[src/vmx_pkg.sv]
// vmx_pkg: shared types, constants and byte-template function for the translator
// no dependencies
package vmx_pkg;

  localparam int NumRegs  = 7;
  localparam int MaxBytes = 38;
  localparam int PosW     = 6;
  localparam int RegIdxW  = 3;
  localparam int FifoDepth = 2;

  typedef enum logic [3:0] {
    OP_CMOV  = 4'd0,  OP_SLOAD = 4'd1,  OP_SSTORE = 4'd2, OP_ADD  = 4'd3,
    OP_MUL   = 4'd4,  OP_DIV   = 4'd5,  OP_NAND   = 4'd6, OP_HALT = 4'd7,
    OP_MAP   = 4'd8,  OP_UNMAP = 4'd9,  OP_OUT    = 4'd10, OP_IN  = 4'd11,
    OP_LPROG = 4'd12, OP_LVAL  = 4'd13, OP_BAD14  = 4'd14, OP_BAD15 = 4'd15
  } opcode_t;

  // classified instruction handed from front to back
  typedef struct packed {
    opcode_t     op;
    logic [27:0] body;   // bits 27..0 of the word
    logic [PosW-1:0] len;
    logic        halt;
  } decoded_t;

  // byte kind returned by the template: literal byte or address byte k
  typedef struct packed {
    logic       is_addr;
    logic [2:0] addr_k;
    logic [7:0] lit;
  } tbyte_t;

  function automatic tbyte_t lit_b(input logic [7:0] v);
    tbyte_t t;
    t.is_addr = 1'b0;
    t.addr_k  = 3'd0;
    t.lit     = v;
    return t;
  endfunction

  // fragment length of each opcode, ret included
  function automatic logic [PosW-1:0] frag_len(input opcode_t op);
    logic [PosW-1:0] n;
    unique case (op)
      OP_LVAL:  n = 6'd8;
      OP_SLOAD: n = 6'd30;
      OP_SSTORE: n = 6'd38;
      OP_NAND:  n = 6'd16;
      OP_LPROG: n = 6'd35;
      OP_ADD:   n = 6'd13;
      OP_CMOV:  n = 6'd10;
      OP_MAP:   n = 6'd35;
      OP_UNMAP: n = 6'd32;
      OP_DIV:   n = 6'd19;
      OP_MUL:   n = 6'd16;
      OP_OUT:   n = 6'd24;
      OP_IN:    n = 6'd24;
      default:  n = 6'd1;
    endcase
    return n;
  endfunction

  // push/call/pop helper section starting at offset p: cnt regs
  function automatic tbyte_t call_seq(input logic [PosW-1:0] p, input logic [2:0] cnt);
    tbyte_t t;
    logic [PosW-1:0] pe;
    logic [PosW-1:0] q;
    logic [PosW-1:0] r;
    pe = {2'b00, cnt, 1'b0};
    t = lit_b(8'h00);
    if (p < pe) begin
      t = p[0] ? lit_b(8'h50 + {5'd0, p[3:1]}) : lit_b(8'h41);
    end else if (p < pe + 6'd12) begin
      q = p - pe;
      if (q == 6'd0) t = lit_b(8'h48);
      else if (q == 6'd1) t = lit_b(8'hb8);
      else if (q == 6'd10) t = lit_b(8'hff);
      else if (q == 6'd11) t = lit_b(8'hd0);
      else begin
        t.is_addr = 1'b1;
        t.addr_k  = 3'(q - 6'd2);
        t.lit     = 8'h00;
      end
    end else begin
      r = p - pe - 6'd12;
      t = r[0] ? lit_b(8'h58 + 8'(cnt - 3'd1 - r[3:1])) : lit_b(8'h41);
    end
    return t;
  endfunction

  function automatic logic [7:0] pick3(input logic [1:0] k, input logic [7:0] x,
                                       input logic [7:0] y, input logic [7:0] z);
    logic [7:0] v;
    unique case (k)
      2'd0: v = x;
      2'd1: v = y;
      default: v = z;
    endcase
    return v;
  endfunction

  // byte of the template at position p (excluding final ret)
  function automatic tbyte_t tmpl(input opcode_t op, input logic [27:0] bd,
                                  input logic [PosW-1:0] p);
    tbyte_t t;
    logic [2:0] a, b, c, r;
    logic [7:0] ab, bb, cb;
    logic [24:0] v;
    logic [1:0] k;
    logic [PosW-1:0] g;
    logic [11:0] gm;
    a = bd[8:6]; b = bd[5:3]; c = bd[2:0]; r = bd[27:25]; v = bd[24:0];
    ab = {5'd0, a}; bb = {2'd0, b, 3'd0}; cb = {2'd0, c, 3'd0};
    // group of three and slot in it: p * 43 / 128 is exact p / 3 below 64
    gm = {6'd0, p} * 12'd43;
    g = {1'b0, gm[11:7]};
    k = 2'(p - (g + {g[4:0], 1'b0}));
    t = lit_b(8'hc3);
    unique case (op)
      OP_LVAL: begin
        if (p < 6'd3) t = lit_b(pick3(k, 8'h41, 8'hc7, 8'hc0 | {5'd0, r}));
        else if (p < 6'd7) t = lit_b(8'(v >> (8 * (p - 6'd3))));
      end
      OP_SLOAD: begin
        if (p < 6'd6) t = lit_b(pick3(k, 8'h44, 8'h89, (g == 6'd0) ? (8'hc7 | bb) : (8'hc6 | cb)));
        else if (p < 6'd26) t = call_seq(p - 6'd6, 3'd2);
        else if (p < 6'd29) t = lit_b(pick3(2'(p - 6'd26), 8'h41, 8'h89, 8'hc0 | ab));
      end
      OP_SSTORE: begin
        if (p < 6'd9) t = lit_b(pick3(k, 8'h44, 8'h89, (g == 6'd0) ? (8'hc7 | {2'd0, a, 3'd0}) :
                                  (g == 6'd1) ? (8'hc6 | bb) : (8'hc2 | cb)));
        else if (p < 6'd37) t = call_seq(p - 6'd9, 3'd4);
      end
      OP_NAND: begin
        if (p < 6'd15) unique case (g)
          6'd0: t = lit_b(pick3(k, 8'h48, 8'h31, 8'hc0));
          6'd1: t = lit_b(pick3(k, 8'h44, 8'h89, 8'hc0 | bb));
          6'd2: t = lit_b(pick3(k, 8'h44, 8'h21, 8'hc0 | cb));
          6'd3: t = lit_b(pick3(k, 8'h40, 8'hf7, 8'hd0));
          default: t = lit_b(pick3(k, 8'h41, 8'h89, 8'hc0 | ab));
        endcase
      end
      OP_LPROG: begin
        if (p < 6'd6) t = lit_b(pick3(k, 8'h44, 8'h89, (g == 6'd0) ? (8'hc7 | bb) : (8'hc6 | cb)));
        else if (p < 6'd34) t = call_seq(p - 6'd6, 3'd4);
      end
      OP_ADD: begin
        if (p < 6'd12) unique case (g)
          6'd0: t = lit_b(pick3(k, 8'h48, 8'h31, 8'hc0));
          6'd1: t = lit_b(pick3(k, 8'h44, 8'h89, 8'hc0 | bb));
          6'd2: t = lit_b(pick3(k, 8'h44, 8'h01, 8'hc0 | cb));
          default: t = lit_b(pick3(k, 8'h41, 8'h89, 8'hc0 | ab));
        endcase
      end
      OP_CMOV: begin
        if (p < 6'd9) unique case (g)
          6'd0: t = lit_b(pick3(k, 8'h41, 8'h83, 8'hF8 | {5'd0, c}));
          6'd1: t = lit_b(pick3(k, 8'h00, 8'h74, 8'h03));
          default: t = lit_b(pick3(k, 8'h45, 8'h89, 8'hc0 | bb | ab));
        endcase
      end
      OP_MAP: begin
        if (p < 6'd3) t = lit_b(pick3(k, 8'h44, 8'h89, 8'hc7 | cb));
        else if (p < 6'd31) t = call_seq(p - 6'd3, 3'd4);
        else if (p < 6'd34) t = lit_b(pick3(2'(p - 6'd31), 8'h41, 8'h89, 8'hc0 | {5'd0, b}));
      end
      OP_UNMAP: begin
        if (p < 6'd3) t = lit_b(pick3(k, 8'h44, 8'h89, 8'hc7 | cb));
        else if (p < 6'd31) t = call_seq(p - 6'd3, 3'd4);
      end
      OP_DIV: begin
        if (p < 6'd18) unique case (g)
          6'd0, 6'd5: t = lit_b(pick3(k, 8'h48, 8'h31, 8'hc0));
          6'd1: t = lit_b(pick3(k, 8'h48, 8'h31, 8'hD2));
          6'd2: t = lit_b(pick3(k, 8'h44, 8'h89, 8'hC0 | bb));
          6'd3: t = lit_b(pick3(k, 8'h49, 8'hF7, 8'hF0 | {5'd0, c}));
          default: t = lit_b(pick3(k, 8'h49, 8'h89, 8'hC0 | ab));
        endcase
      end
      OP_MUL: begin
        if (p < 6'd15) unique case (g)
          6'd0, 6'd4: t = lit_b(pick3(k, 8'h48, 8'h31, 8'hc0));
          6'd1: t = lit_b(pick3(k, 8'h44, 8'h89, 8'hC0 | bb));
          6'd2: t = lit_b(pick3(k, 8'h41, 8'hF7, 8'hE0 | {5'd0, c}));
          default: t = lit_b(pick3(k, 8'h41, 8'h89, 8'hC0 | ab));
        endcase
      end
      OP_OUT: begin
        if (p < 6'd3) t = lit_b(pick3(k, 8'h44, 8'h89, 8'hc7 | cb));
        else if (p < 6'd23) t = call_seq(p - 6'd3, 3'd2);
      end
      OP_IN: begin
        if (p < 6'd20) t = call_seq(p, 3'd2);
        else if (p < 6'd23) t = lit_b(pick3(2'(p - 6'd20), 8'h41, 8'h89, 8'hC0 | {5'd0, c}));
      end
      default: t = lit_b(8'hc3);
    endcase
    return t;
  endfunction

  // helper register used by each opcode
  function automatic logic [RegIdxW-1:0] helper_sel(input opcode_t op);
    logic [RegIdxW-1:0] s;
    unique case (op)
      OP_SLOAD:  s = 3'd0;
      OP_SSTORE: s = 3'd1;
      OP_LPROG:  s = 3'd2;
      OP_MAP:    s = 3'd3;
      OP_UNMAP:  s = 3'd4;
      OP_OUT:    s = 3'd5;
      OP_IN:     s = 3'd6;
      default:   s = 3'd0;
    endcase
    return s;
  endfunction

endpackage

[src/vmx_front.sv]
// vmx_front: accepts instruction words, classifies them and queues them
// depends on vmx_pkg
module vmx_front (
  input  logic                clk,
  input  logic                rst,
  input  logic                push,
  output logic                full,
  input  logic [31:0]         instruction_word,
  output logic                q_valid,
  input  logic                q_take,
  output vmx_pkg::decoded_t   q_data
);

  vmx_pkg::decoded_t fifo [vmx_pkg::FifoDepth];
  logic       wr_ptr, rd_ptr;
  logic [1:0] count;
  logic       do_push, do_pop;
  vmx_pkg::decoded_t dec;

  // classify the incoming word
  always_comb begin
    dec.op   = vmx_pkg::opcode_t'(instruction_word[31:28]);
    dec.body = instruction_word[27:0];
    dec.len  = vmx_pkg::frag_len(dec.op);
    dec.halt = (dec.op == vmx_pkg::OP_HALT) || (dec.op == vmx_pkg::OP_BAD14) ||
               (dec.op == vmx_pkg::OP_BAD15);
  end

  assign full    = (count == 2'd2);
  assign q_valid = (count != 2'd0);
  assign do_push = push && !full;
  assign do_pop  = q_take && q_valid;
  assign q_data  = fifo[rd_ptr];

  // queue storage
  always_ff @(posedge clk) begin
    if (do_push) fifo[wr_ptr] <= dec;
  end

  // queue pointers
  always_ff @(posedge clk) begin
    if (rst) begin
      wr_ptr <= 1'b0;
      rd_ptr <= 1'b0;
      count  <= 2'd0;
    end else begin
      if (do_push) wr_ptr <= !wr_ptr;
      if (do_pop)  rd_ptr <= !rd_ptr;
      count <= count + {1'b0, do_push} - {1'b0, do_pop};
    end
  end

  a_no_overflow: assert property (@(posedge clk) disable iff (rst) count <= 2'd2)
    else $error("queue count overflow");
  a_full_count: assert property (@(posedge clk) disable iff (rst)
    full |-> q_valid)
    else $error("full while empty");
  a_push_full: assert property (@(posedge clk) disable iff (rst)
    (full && !do_pop) |=> full)
    else $error("full dropped without pop");

endmodule

[src/vmx_back.sv]
// vmx_back: walks each queued instruction's template and emits code bytes
// depends on vmx_pkg
module vmx_back (
  input  logic              clk,
  input  logic              rst,
  input  logic              q_valid,
  output logic              q_take,
  input  vmx_pkg::decoded_t q_data,
  input  logic [63:0]       helper_addr,
  output logic [vmx_pkg::RegIdxW-1:0] helper_idx,
  output logic              empty,
  input  logic              pop,
  output logic [7:0]        code_byte,
  output logic              last_byte,
  output logic              halt
);

  logic [vmx_pkg::PosW-1:0] pos;
  logic       is_last;
  logic       out_valid;
  logic       load;
  vmx_pkg::tbyte_t tb;
  logic [7:0] byte_val;

  assign helper_idx = vmx_pkg::helper_sel(q_data.op);
  assign is_last    = (pos == q_data.len - 6'd1);

  // current template byte
  always_comb begin
    tb = vmx_pkg::tmpl(q_data.op, q_data.body, pos);
    if (is_last) byte_val = 8'hc3;
    else if (tb.is_addr) byte_val = helper_addr[{tb.addr_k, 3'b000} +: 8];
    else byte_val = tb.lit;
  end

  assign load   = q_valid && (!out_valid || pop);
  assign q_take = load && is_last;
  assign empty  = !out_valid;

  // output register
  always_ff @(posedge clk) begin
    if (load) begin
      code_byte <= byte_val;
      last_byte <= is_last;
      halt      <= q_data.halt;
    end
  end

  // byte position and valid
  always_ff @(posedge clk) begin
    if (rst) begin
      pos       <= '0;
      out_valid <= 1'b0;
    end else begin
      if (load) pos <= is_last ? '0 : pos + 6'd1;
      if (load) out_valid <= 1'b1;
      else if (pop) out_valid <= 1'b0;
    end
  end

  a_pos_range: assert property (@(posedge clk) disable iff (rst)
    pos < vmx_pkg::MaxBytes[vmx_pkg::PosW-1:0])
    else $error("position beyond fragment");
  a_hold: assert property (@(posedge clk) disable iff (rst)
    (out_valid && !pop) |=> ($stable(code_byte) && out_valid))
    else $error("word changed while stalled");
  a_take_last: assert property (@(posedge clk) disable iff (rst)
    q_take |=> last_byte)
    else $error("entry retired without last byte");

endmodule

[src/vm_instruction_to_x86_translator_top.sv]
// vm_instruction_to_x86_translator_top: translator top level
// depends on vmx_pkg, vmx_front, vmx_back
//
// Usage: write helper addresses through cfg_we/cfg_idx/cfg_data (index 0..6,
// others ignored) while idle. Push 32-bit instruction words with push when
// full is low. Each word produces its x86-64 fragment one byte per word on
// the result side: code_byte, last_byte set on the closing ret, halt set on
// every byte of a stop or invalid instruction. Read with pop while empty low.
// A word is first queued, then its first byte is loaded into the output register.
// Throughput: one byte per cycle while pop keeps up and words are queued; an
// instruction occupies the output for its fragment length, 1 to 38 bytes, at a
// pace set by the single-byte output register. A two-entry queue between decode
// and emission keeps accepting words while bytes drain. Reset clears the queue,
// the byte counter and the helper addresses to zero. When the receiver stalls,
// the output word holds and the queue fills; full then rises until bytes move again.
module vm_instruction_to_x86_translator_top (
  input  logic        clk,
  input  logic        rst,
  input  logic        cfg_we,
  input  logic [2:0]  cfg_idx,
  input  logic [63:0] cfg_data,
  input  logic        push,
  output logic        full,
  input  logic [31:0] instruction_word,
  output logic        empty,
  input  logic        pop,
  output logic [7:0]  code_byte,
  output logic        last_byte,
  output logic        halt
);

  logic [63:0] helper_regs [vmx_pkg::NumRegs];
  logic        q_valid, q_take;
  vmx_pkg::decoded_t q_data;
  logic [vmx_pkg::RegIdxW-1:0] helper_idx;
  logic [63:0] helper_addr;

  // helper address registers
  always_ff @(posedge clk) begin
    if (rst) begin
      for (int i = 0; i < vmx_pkg::NumRegs; i++) helper_regs[i] <= '0;
    end else if (cfg_we && (cfg_idx < 3'(vmx_pkg::NumRegs))) begin
      helper_regs[cfg_idx] <= cfg_data;
    end
  end

  assign helper_addr = (helper_idx < 3'(vmx_pkg::NumRegs)) ? helper_regs[helper_idx] : '0;

  vmx_front u_front (
    .clk, .rst, .push, .full, .instruction_word,
    .q_valid, .q_take, .q_data
  );

  vmx_back u_back (
    .clk, .rst, .q_valid, .q_take, .q_data, .helper_addr, .helper_idx,
    .empty, .pop, .code_byte, .last_byte, .halt
  );

endmodule
[config.mk]
export PLATFORM = sky130hd
export DESIGN_NAME = vm_instruction_to_x86_translator_top
export DESIGN_NICKNAME = d
export VERILOG_FILES = /design/src/vmx_pkg.sv /design/src/vmx_front.sv /design/src/vmx_back.sv /design/src/vm_instruction_to_x86_translator_top.sv
export SDC_FILE = /design/constraint.sdc
export NUM_CORES = 1
export LEC_CHECK = 0
export BUFFER_PORTS_ARGS = -buffer_cell sky130_fd_sc_hd__buf_2
export CORE_ASPECT_RATIO = 2
export CORE_UTILIZATION = 55
export CTS_CLUSTER_SIZE = 24
export DETAILED_ROUTE_END_ITERATION = 16
export HOLD_SLACK_MARGIN = 0.05
export PLACE_DENSITY_LB_ADDON = 0.3
export SKIP_LAST_GASP = 1
export SYNTH_ARGS = -nofsm -noshare
export SYNTH_HDL_FRONTEND = slang
export SYNTH_SLANG_ARGS = --single-unit
[constraint.sdc]
create_clock -name clk -period 8.4 [get_ports clk]
set_input_delay 1.68 -clock clk [delete_from_list [all_inputs] [get_ports clk]]
set_output_delay 1.68 -clock clk [all_outputs]
set_load 0.02 [all_outputs]
==> impl_metrics.env <==
export IMPL_yosys_area_top_type="edfxtp_1"
export IMPL_ys_types=109
export IMPL_finalPower_mw=7.93
export IMPL_yosysTopAreaCellShare_pct=48.7
export IMPL_syn_inst=3359
export IMPL_synth_xor_area_share_pct=1.16
export IMPL_critPathMaxStageDelay_ps=1130
export IMPL_final_area_um2=36500
export IMPL_cts_tree="yes"
export IMPL_slew_headroom_pct=-5.43
export IMPL_placed_cells=4170
export IMPL_clock_latency_ps=630
export IMPL_intPower_mw=5.39
export IMPL_yosysWarnings=0
export IMPL_drive_above_1_share_pct=11.6
export IMPL_crit_slowest_cell="nor2_1"
export IMPL_drc=0
export IMPL_clockBufferDepth=3
export IMPL_ant_nets=0
export IMPL_hp_class="reg -> reg"
export IMPL_setup_viol=0
export IMPL_htreeDepth=2
export IMPL_start_util_pct=55.8
export IMPL_post_cts_buffers=0
export IMPL_cp_end_kind="flip-flop"
export IMPL_ys_seq_area_share_pct=53.3
export IMPL_finalNonFillerCells=4278
export IMPL_die_h_um=349
export IMPL_setup_worst_path_start_class="flip-flop"
export IMPL_violations="max-capacitance violations, max-slew violations"
export IMPL_avgSynthCellArea_um2=9.85
export IMPL_drt_total_wl_um=130000
export IMPL_required_ps=8740
export IMPL_grt_usage_pct=42.9
export IMPL_cap_viol_max_count=3
export IMPL_io_buffers=115
export IMPL_dp_slack_ps=1620
export IMPL_first_pass_iters=7
export IMPL_synth_top_family_by_area="simple AND/OR/NAND/NOR gates"
export IMPL_clockPowerShare_pct=31.3
export IMPL_hold_ws_ps=488
export IMPL_seq_power_share_pct=45.7
export IMPL_viasPerCell=6.65
export IMPL_worstSetupPathType="reg -> reg"
export IMPL_p_sw_share_pct=32.0
export IMPL_utilization_pct=61.6
export IMPL_report_final_slew_viol_count=14
export IMPL_cts_resized=0
export IMPL_muxShareOfSynthArea_pct=4.52
export IMPL_clock_sinks=612
export IMPL_grt_pass1_vias=28500
export IMPL_min_period_ps=7390
export IMPL_dpl_instance_area_um2=34700
export IMPL_finalSetupTns_ps=0
export IMPL_cts_buffers_inserted=52
export IMPL_fin_ws_ps=1010
export IMPL_dp_hpwl_um=87600
export IMPL_synth_edff_count=536
export IMPL_synth_compound_area_share_pct=13.6
export IMPL_synth_simple_area_share_pct=19.9
export IMPL_drt_iter0_drc=3355
export IMPL_syn2layout_area_growth_pct=10.3
export IMPL_grt_first_pass_wirelength_um=188000
export IMPL_p_leak_nw=13.7
export IMPL_core_um2=59300
export IMPL_cts_root_buf="clkbuf_16"
export IMPL_status="finished with violations"
export IMPL_powerDensity_nw_per_um2=217
export IMPL_post_drt_wl_per_cell_um=30.4
export IMPL_worst_pin_slew_ps=1570
export IMPL_place_gp_congestion=1.05
export IMPL_synth_area_leaders="edfxtp_1 (49%), nand2_1 (7.0%), nor2_1 (5.8%)"
export IMPL_min_period_over_period_pct=87.9
export IMPL_crit_fanout=28
export IMPL_fillers=4841
export IMPL_num_io_pins=116
export IMPL_grt_max_degree=142
export IMPL_hold_viol=0
export IMPL_max_freq_ghz=0.135
export IMPL_clk_pin_slew_worst_paths_ps=70
export IMPL_ys_ff_latch=612
export IMPL_fp_dieW_um=175
export IMPL_fin_nets=3641
export IMPL_postCtsHoldBufs=0
export IMPL_synth_flop_cell="edfxtp_1"
export IMPL_arrival_ps=7720
export IMPL_pwr_share_comb_pct=23.0
export IMPL_num_rows=126
export IMPL_yosys_area_share_adder_pct=3.08
export IMPL_grt_ovfl_total=0
export IMPL_crit_top_cell="ha_1"
export IMPL_crit_chain="buf_4, inv_1, ha_1, ha_1, inv_1, fa_1, inv_1, ha_1, o21ai_2, a221oi_1, nor2_1, ha_1, nor2_1, nand4_1, nand3_2, and2_1, o21ai_0, a41o_1, nor4_1, a31oi_1"
export IMPL_synthArstFlopShare_pct=0
export IMPL_skew_ps=14.2
export IMPL_synth_area_um2=33100
export IMPL_num_vias=28500
export IMPL_dieArea_um2=61200
export IMPL_antenna_found_initial=19
export IMPL_switchingPower_mw=2.54
export IMPL_rsz0062_at_grt="false"
export IMPL_irDropWorstVdd_mv=0.229
==> registers in the layout, indices dropped and copies added (netlist names), named ones only <==
signal and count:
helper_regs 512, u_back.halt 1, u_front.rd_ptr 1, u_front.count 2
u_front.wr_ptr 1, u_back.last_byte 1, u_front.fifo 78, u_back.code_byte 8
u_back.pos 6, u_back.out_valid 1
==> cell usage after synthesis, types with 8 or more instances <==
library cell	instances
nand2_1	615
edfxtp_1	536
nor2_1	511
a21oi_1	151
nand3_1	126
clkbuf_1	111
inv_1	111
a31oi_1	94
o21ai_0	87
mux2i_1	86
and3_1	81
dfxtp_1	76
ha_1	75
buf_2	63
a311oi_1	47
a211oi_1	35
buf_1	27
mux2_2	27
xnor2_1	26
nor2b_1	25
nand4_1	24
nor3_1	23
o22ai_1	23
nand2b_1	20
a22oi_1	19
and2_1	19
mux4_2	14
buf_6	13
o21a_1	12
nand3b_1	11
o211ai_1	11
a221oi_1	10
a32oi_1	10
buf_4	10
xor2_1	10
a22o_1	9
a21boi_0	8
nor4_1	8
o2111ai_1	8
==> layout make-up <==
| cell class | instances | area (um^2) | share of cell area (%) |
|---|---|---|---|
| Antenna cell | 11 | 27.5 | 0.0754 |
| Clock buffer | 63 | 1390 | 3.82 |
| Clock inverter | 32 | 328 | 0.898 |
| Inverter | 113 | 424 | 1.16 |
| Multi-Input combinational cell | 2472 | 14400 | 39.6 |
| Sequential cell | 612 | 17600 | 48.3 |
| Tap cell | 768 | 961 | 2.63 |
| Timing Repair Buffer | 207 | 1300 | 3.57 |
==> cell usage in the layout, fill, tap and decap left out, types with 10 or more instances in the layout <==
cell type	count
nand2_1	614
edfxtp_1	536
nor2_1	510
a21oi_1	151
nand3_1	124
buf_2	115
inv_1	111
a31oi_1	92
buf_4	88
mux2i_1	86
o21ai_0	84
and3_1	79
ha_1	75
dfxtp_1	75
conb_1	64
clkbuf_16	52
a311oi_1	47
a211oi_1	35
mux2_2	27
xnor2_1	25
nor2b_1	25
nand4_1	24
o22ai_1	22
nor3_1	21
and2_1	19
a22oi_1	19
mux4_2	14
nand2b_1	13
o21a_1	12
diode_2	11
nand3b_1	11
o211ai_1	11
clkinv_2	11
o21ai_1	10
xor2_1	10
a221oi_1	10
a32oi_1	10
==> final timing paths <==
| path | startpoint | to | slack (ps) | depth (start not counted) |
|---|---|---|---|---|
| hold / removal | helper_regs[6][37]$_SDFFE_PP0P_ | helper_regs[6][37]$_SDFFE_PP0P_ | 490 | 2 |
| hold reg to reg | helper_regs[6][37]$_SDFFE_PP0P_ | helper_regs[6][37]$_SDFFE_PP0P_ | 490 | 2 |
| setup / recovery | u_back.pos[5]$_SDFFE_PP0P_ | u_back.code_byte[3]$_SDFFCE_PP0P_ | 1010 | 20 |
| setup reg to reg | u_back.pos[5]$_SDFFE_PP0P_ | u_back.code_byte[3]$_SDFFCE_PP0P_ | 1010 | 20 |
==> power by group through the flow <==
stage	logic, mW	registers [mW]	clock network (mW)
floorplan	1.00	3.68	0
global placement	1.71	3.67	0
detailed placement	1.74	3.69	0
CTS	1.75	3.62	2.48
global route	1.90	3.64	2.58
finish	1.83	3.62	2.48
==> logic make-up after synthesis <==
logic type	Yosys count
multiplexers	128
buffers and inverters	338
flip-flops	612
adder cells (fa/ha/maj)	79
XOR/XNOR	39
other	1
AND/OR/NAND/NOR	1513
AO/OA/AOI/OAI	649
==> critical path: cells and delay by family (launching register included) <==
kind | cells | cell delay, ps
buffers and inverters | 4 | 600
AOI/OAI and AO/OA | 5 | 1290
DFF | 1 | 320
adders and majority gates | 5 | 1640
and+or+nand+nor | 6 | 3260
==> routing by layer <==
metal / part of all wire [%] / GRT usage, % / up-vias
met5: 0.081 / 0 / -
met4: 10 / 38.4 / 14
met3: 9.6 / 11.5 / 628
met2: 51 / 74.4 / 1959
met1: 29 / 41.4 / 13600
li1: - / - / 12300
Note: power is estimated with default switching activity, not from simulation.
